### src/oqd_pkg.sv
// Shared types, constants and helper functions for the offset-QPSK demodulator.
// Used by oqd_tap_cell, oqpsk_coherent_demodulator and oqd_checker; no dependencies.
package oqd_pkg;

	localparam int SAMPLE_BITS        = 16;
	localparam int DEF_NUM_TAPS       = 32;
	localparam int DEF_MAX_SPS        = 16;
	localparam int DEF_NCO_TABLE_BITS = 10;

	localparam logic [63:0] HALF_PI_Q30      = 64'd1686629713;
	localparam logic signed [30:0] TURN_PER_RAD = 31'sd683565276;
	localparam logic signed [15:0] ONE_Q15      = 16'sd32767;

	localparam int CFG_IDX_W  = 3;
	localparam int CFG_DATA_W = 32;

	typedef enum logic [CFG_IDX_W-1:0] {
		CFG_SPS  = 3'd0,
		CFG_DPT  = 3'd1,
		CFG_EN   = 3'd2,
		CFG_KP   = 3'd3,
		CFG_KI   = 3'd4,
		CFG_FUP  = 3'd5,
		CFG_FLO  = 3'd6
	} cfg_reg_t;

	localparam logic [4:0]  RST_SPS = 5'd8;
	localparam logic [3:0]  RST_DPT = 4'd4;

	typedef struct packed {
		logic signed [15:0] re;
		logic signed [15:0] im;
	} cplx_t;

	localparam cplx_t CPLX_ONE  = '{re: ONE_Q15, im: 16'sd0};
	localparam cplx_t CPLX_ZERO = '{re: 16'sd0, im: 16'sd0};

	typedef struct packed {
		logic                          action;
		logic signed [SAMPLE_BITS-1:0] sample_i;
		logic signed [SAMPLE_BITS-1:0] sample_q;
		logic                          restart_symbol;
		logic                          load_freq;
		logic signed [31:0]            freq_value;
		logic                          load_phase;
		logic signed [31:0]            phase_value;
		logic [4:0]                    coef_index;
		logic signed [15:0]            coef_re;
		logic signed [15:0]            coef_im;
	} in_t;

	typedef struct packed {
		logic signed [15:0] symbol_i;
		logic signed [15:0] symbol_q;
	} out_t;

	// controls for one filter cell
	typedef struct packed {
		logic shift;
		logic load_coef;
	} cell_ctl_t;

	// round half up by n bits, then saturate to 16 bits
	function automatic logic signed [15:0] rnd_sat16(logic signed [63:0] v, int unsigned n);
		logic signed [63:0] t;
		t = (v + (64'sd1 <<< (n - 1))) >>> n;
		if (t > 64'sd32767)
			return 16'sd32767;
		else if (t < -64'sd32768)
			return -16'sd32768;
		return t[15:0];
	endfunction

	// sin(pi/2 * u / 2^(tbits-2)) in Q1.15, Taylor series in Q30; elaboration only
	function automatic logic [15:0] quarter_sine(int unsigned u, int unsigned tbits);
		logic [63:0] y;
		logic [63:0] y2;
		logic [63:0] acc;
		logic [63:0] t;
		logic [63:0] s;
		y   = (64'(u) * HALF_PI_Q30) >> (tbits - 2);
		y2  = (y * y) >> 30;
		acc = 64'd1 << 30;
		for (int k = 0; k < 6; k++) begin
			t = (y2 * acc) >> 30;
			case (k)
				0: t = t / 64'd156;
				1: t = t / 64'd110;
				2: t = t / 64'd72;
				3: t = t / 64'd42;
				4: t = t / 64'd20;
				default: t = t / 64'd6;
			endcase
			acc = (64'd1 << 30) - t;
		end
		s = (y * acc) >> 30;
		s = (s + (64'd1 << 14)) >> 15;
		if (s > 64'd32767)
			s = 64'd32767;
		return s[15:0];
	endfunction

endpackage

### src/oqd_tap_cell.sv
// One matched-filter cell: holds a mixed sample and a tap, forms their product
// and adds it to the partial sum from its left neighbor. Depends on oqd_pkg.
module oqd_tap_cell #(
	parameter int ACC_W = 38
) (
	input  logic                     clk,
	input  logic                     arst_n,
	input  oqd_pkg::cell_ctl_t       ctl,
	input  oqd_pkg::cplx_t           coef_in,
	input  oqd_pkg::cplx_t           mix_in,
	output oqd_pkg::cplx_t           mix_out,
	input  logic signed [ACC_W-1:0]  acc_in_re,
	input  logic signed [ACC_W-1:0]  acc_in_im,
	output logic signed [ACC_W-1:0]  acc_out_re,
	output logic signed [ACC_W-1:0]  acc_out_im
);

	oqd_pkg::cplx_t mix_q;
	oqd_pkg::cplx_t coef_q;
	logic signed [32:0] prod_re_q;
	logic signed [32:0] prod_im_q;
	logic signed [ACC_W-1:0] acc_re_q;
	logic signed [ACC_W-1:0] acc_im_q;
	logic signed [31:0] rr, ii, ri, ir;

	always_ff @(posedge clk or negedge arst_n) begin
		if (!arst_n) begin
			mix_q  <= oqd_pkg::CPLX_ONE;
			coef_q <= oqd_pkg::CPLX_ZERO;
		end else begin
			if (ctl.shift)
				mix_q <= mix_in;
			if (ctl.load_coef)
				coef_q <= coef_in;
		end
	end

	always_comb begin
		rr = mix_q.re * coef_q.re;
		ii = mix_q.im * coef_q.im;
		ri = mix_q.re * coef_q.im;
		ir = mix_q.im * coef_q.re;
	end

	// product stage, then accumulate along the row
	always_ff @(posedge clk) begin
		prod_re_q <= 33'(rr) - 33'(ii);
		prod_im_q <= 33'(ri) + 33'(ir);
		acc_re_q  <= acc_in_re + ACC_W'(prod_re_q);
		acc_im_q  <= acc_in_im + ACC_W'(prod_im_q);
	end

	assign mix_out    = mix_q;
	assign acc_out_re = acc_re_q;
	assign acc_out_im = acc_im_q;

endmodule

### config.mk
export PLATFORM = sky130hd
export DESIGN_NAME = oqd_tap_cell
export DESIGN_NICKNAME = d
export VERILOG_FILES = /design/src/oqd_pkg.sv /design/src/oqd_tap_cell.sv
export SDC_FILE = /design/constraint.sdc
export NUM_CORES = 2
export LEC_CHECK = 0
export CAP_MARGIN = 10
export CORE_MARGIN = 10
export CORE_UTILIZATION = 25
export CTS_CLUSTER_SIZE = 14
export DETAILED_ROUTE_END_ITERATION = 12
export DONT_BUFFER_PORTS = 1
export PLACE_DENSITY = 0.4
export SYNTH_ARGS = -nofsm -noshare
export SYNTH_HDL_FRONTEND = slang
export SYNTH_SLANG_ARGS = --single-unit
export TNS_END_PERCENT = 5
### constraint.sdc
create_clock -name clk -period 8.7 [get_ports clk]
set_input_delay 1.74 -clock clk [delete_from_list [all_inputs] [get_ports clk]]
set_output_delay 1.74 -clock clk [all_outputs]
set_load 0.005 [all_outputs]
==> metrics.txt <==
Syn Inst Count=5097; crit-path max cell delay=0.81 ns; TritonRoute pass-1 iters=5; Fin Clk Skew=0.0324 ns; first-pass GRT wire length=252000 um; Clk Latency, worst-skew pair=0.65 ns; vias in the first global route=37100; Worst Path Max Fanout=14; predominant post-synthesis flop cell=dfxtp_1; Clock transition at path regs=0.06 ns; Final Hold Vio Count=0; starting density of the core=0.251; Post-synth EDFFs=0; CTS Sinks=206; CTS Root Cell=clkbuf_16; Post-layout nets=6826; slew margin rel.=0.262; slowest CP cell=dfstp_4; DRT Wirelength=166000 um; total number of vias=33200; Filler cells=21000; Yosys reg bits=206; Slew @ Worst Pin=1.11 ns; Crit Path Class=register to register; warnings from Yosys=0; row cnt=162; crit path time final=8.41 ns; RSZ-0062 raised after global routing=false; gr usage total=0.158; Max Transition Viols Final=0; Final ANT Viol Nets=0; Placed Instance Area=0.0533 sq mm; gpl congestion=0.832; ratio of cells with drive above 1 in the final layout=0.0695; Num CTS Buffers=38; Crit path required time=9.21 ns; Post-synth ARST share=0.311; # IOs=252; MaxCap Viol Count=0; Layout area overhead=11.7%; total gr overflow=0; Seq/Total Area, Yosys=0.0910; Core ar.=0.195 sq mm; post-DP HPWL=140000 um; DRT iter0 DRCs=1618; Period Utilization, post-route=0.966; Max Freq=119 MHz; clk buf depth=3; Post-CTS Hold Buffers=0; die height=463 um; largest net degree at the start of global routing=65; family with the most delay on the worst path=adder cells; Die W=463 um; Avg Synthesized Cell Area=9.62 sq um; initial antenna violation count=21; Die ar.=0.214 sq mm; I/O Buffers=0; Hold Crit Class=register to register; CTS tree=built; vias per inst=4.26; combined area of all synthesized cells=0.0490 sq mm; status=finished, final reports clean; H-tree Lvls=2; Final Cell Area=0.0548 sq mm; DR WL/cell=21.3 um; crit start category=register; Worst Path Buf+Inv=8; drc violations=0; post-synth cell types=56; Most common cell on crit path=fa_1; Finish-stage setup viols=0; flip-flop and latch area=0.00449 sq mm; CP Capture Type=register; Mapped Nets=6800; Worst EP arrival=8.92 ns; area of the multi-input gates=0.0390 sq mm
## cells by family (layout without fill, tap and decap cells)
group	count (synthesis)	after routing	synth area share
and+or+nand+nor	1270	1270	0.128
buffers and inverters	1492	1546	0.114
DFF	206	206	0.0910
AOI/OAI and AO/OA	349	349	0.0460
xor gates and xnor gates	158	158	0.0282
muxes	63	63	0.0144
adders and majority gates	1559	1559	0.578
other	0	5	0
## sequential cells by signal, indices dropped and copies added (netlist names)
register	count
acc_out_im	38
acc_out_re	38
prod_im_q	33
prod_re_q	33
coef_q	32
mix_out	32
## cells in the final DEF (no fill, tap or decap), drive strengths merged, types with 6 or more instances in the layout
cell type and instances:
xnor2 113, xor2 45, dfxtp 142, dfstp 15, nand2b 41, o31ai 8
a21oi 114, nand3 24, bufinv 6, a21o 59, mux2 61, dfrtp 49
o21bai 9, fa 1175, a211o 7, clkinv 6, nor2b 19, nand4 6
inv 1287, nand2 532, and3 12, buf 193, nor3 24, ha 384
o211ai 7, a31oi 9, nor2 109, or3 6, o21a 22, o21ai 61
a21boi 7, clkbuf 50, a211oi 14, and2 489
## per-layer routing
layer | vias to the layer above | part of all wire | routed length [um] | track usage
li1 | 15000 | - | - | -
met1 | 17400 | 0.43 | 71600 | 0.205
met2 | 608 | 0.50 | 82600 | 0.276
met3 | 135 | 0.042 | 6910 | 0.0216
met4 | 12 | 0.026 | 4380 | 0.0371
met5 | - | 0.00043 | 72 | 0
## what timing repair did
item,4_1_cts,5_1_grt
setup buffers,0,0
endpoints found under the hold margin,0,0
resized for setup,4,15
setup endpoints to repair,1,6
## worst paths after layout
kind	cells past startpoint	slack, ns	start	end
setup / recovery	27	0.29	mix_out[25]$_DFFE_PN1P_	prod_re_q[29]$_DFF_P_
hold reg to reg	1	0.45	prod_im_q[0]$_DFF_P_	acc_out_im[0]$_DFF_P_
min in group asynchronous	0	0.79	arst_n	mix_out[11]$_DFFE_PN0P_
setup reg to reg	27	0.29	mix_out[25]$_DFFE_PN1P_	prod_re_q[29]$_DFF_P_
max in group asynchronous	0	7.64	arst_n	mix_out[16]$_DFFE_PN1P_
hold / removal	1	0.45	prod_im_q[0]$_DFF_P_	acc_out_im[0]$_DFF_P_
## stage by stage
step | instances | worst slack (ns) | hold WS, ns | TNS, ns | util
floorplan | 5097 | 1.09 | 0.420 | 0 | -
finish | 7780 | 0.294 | 0.448 | 0 | 0.281
CTS | 7775 | 0.00247 | 0.450 | 0 | 0.281
detailed placement | 7707 | -0.429 | 0.430 | -0.429 | 0.273
global placement | 7707 | -0.445 | 0.428 | -0.445 | 0.273
global route | 7776 | 0.00171 | 0.462 | 0 | 0.281
## cells in the mapped netlist, drive strengths merged, types with 24 or more instances
| library cell | number | area (sq um) |
|---|---|---|
| fa | 1175 | 23500 |
| dfrtp | 49 | 1230 |
| clkbuf | 206 | 773 |
| a21o | 59 | 443 |
| ha | 384 | 4800 |
| nand3 | 24 | 120 |
| mux2 | 61 | 687 |
| and2 | 489 | 3060 |
| nand2 | 532 | 2000 |
| xor2 | 45 | 394 |
| dfxtp | 142 | 2840 |
| xnor2 | 113 | 990 |
| inv | 1285 | 4820 |
| nor3 | 24 | 120 |
| a21oi | 114 | 571 |
| nand2b | 41 | 257 |
| o21ai | 61 | 305 |
| nor2 | 109 | 409 |
## worst reg2reg max path, stage by stage, from the launching register on
cell	delay [ns]
dfstp_4	0.81
buf_4	0.35
nand2_1	0.11
fa_1	0.53
fa_1	0.50
inv_1	0.05
fa_1	0.47
inv_1	0.05
fa_1	0.53
inv_1	0.05
fa_1	0.48
fa_1	0.50
fa_1	0.49
inv_1	0.05
fa_1	0.47
inv_1	0.04
ha_1	0.34
a21oi_1	0.16
o21ai_0	0.10
a21oi_1	0.27
a31oi_1	0.22
a311oi_2	0.41
buf_4	0.18
nor2_1	0.04
buf_4	0.16
a211o_1	0.43
a21oi_1	0.28
xnor2_1	0.21
## layout make-up
cell class,count,area share
diodes,5,0.000228
clock buffers,50,0.0202
clock inverters,18,0.00505
inverters,1285,0.0881
multi-input cells,3399,0.712
flip-flops and latches,206,0.0820
well taps,2624,0.0600
repair buffers,193,0.0324
Power is left out: the tool's default activity adds up to more than one toggle a clock period on the data nets, which glitch-free logic cannot reach.
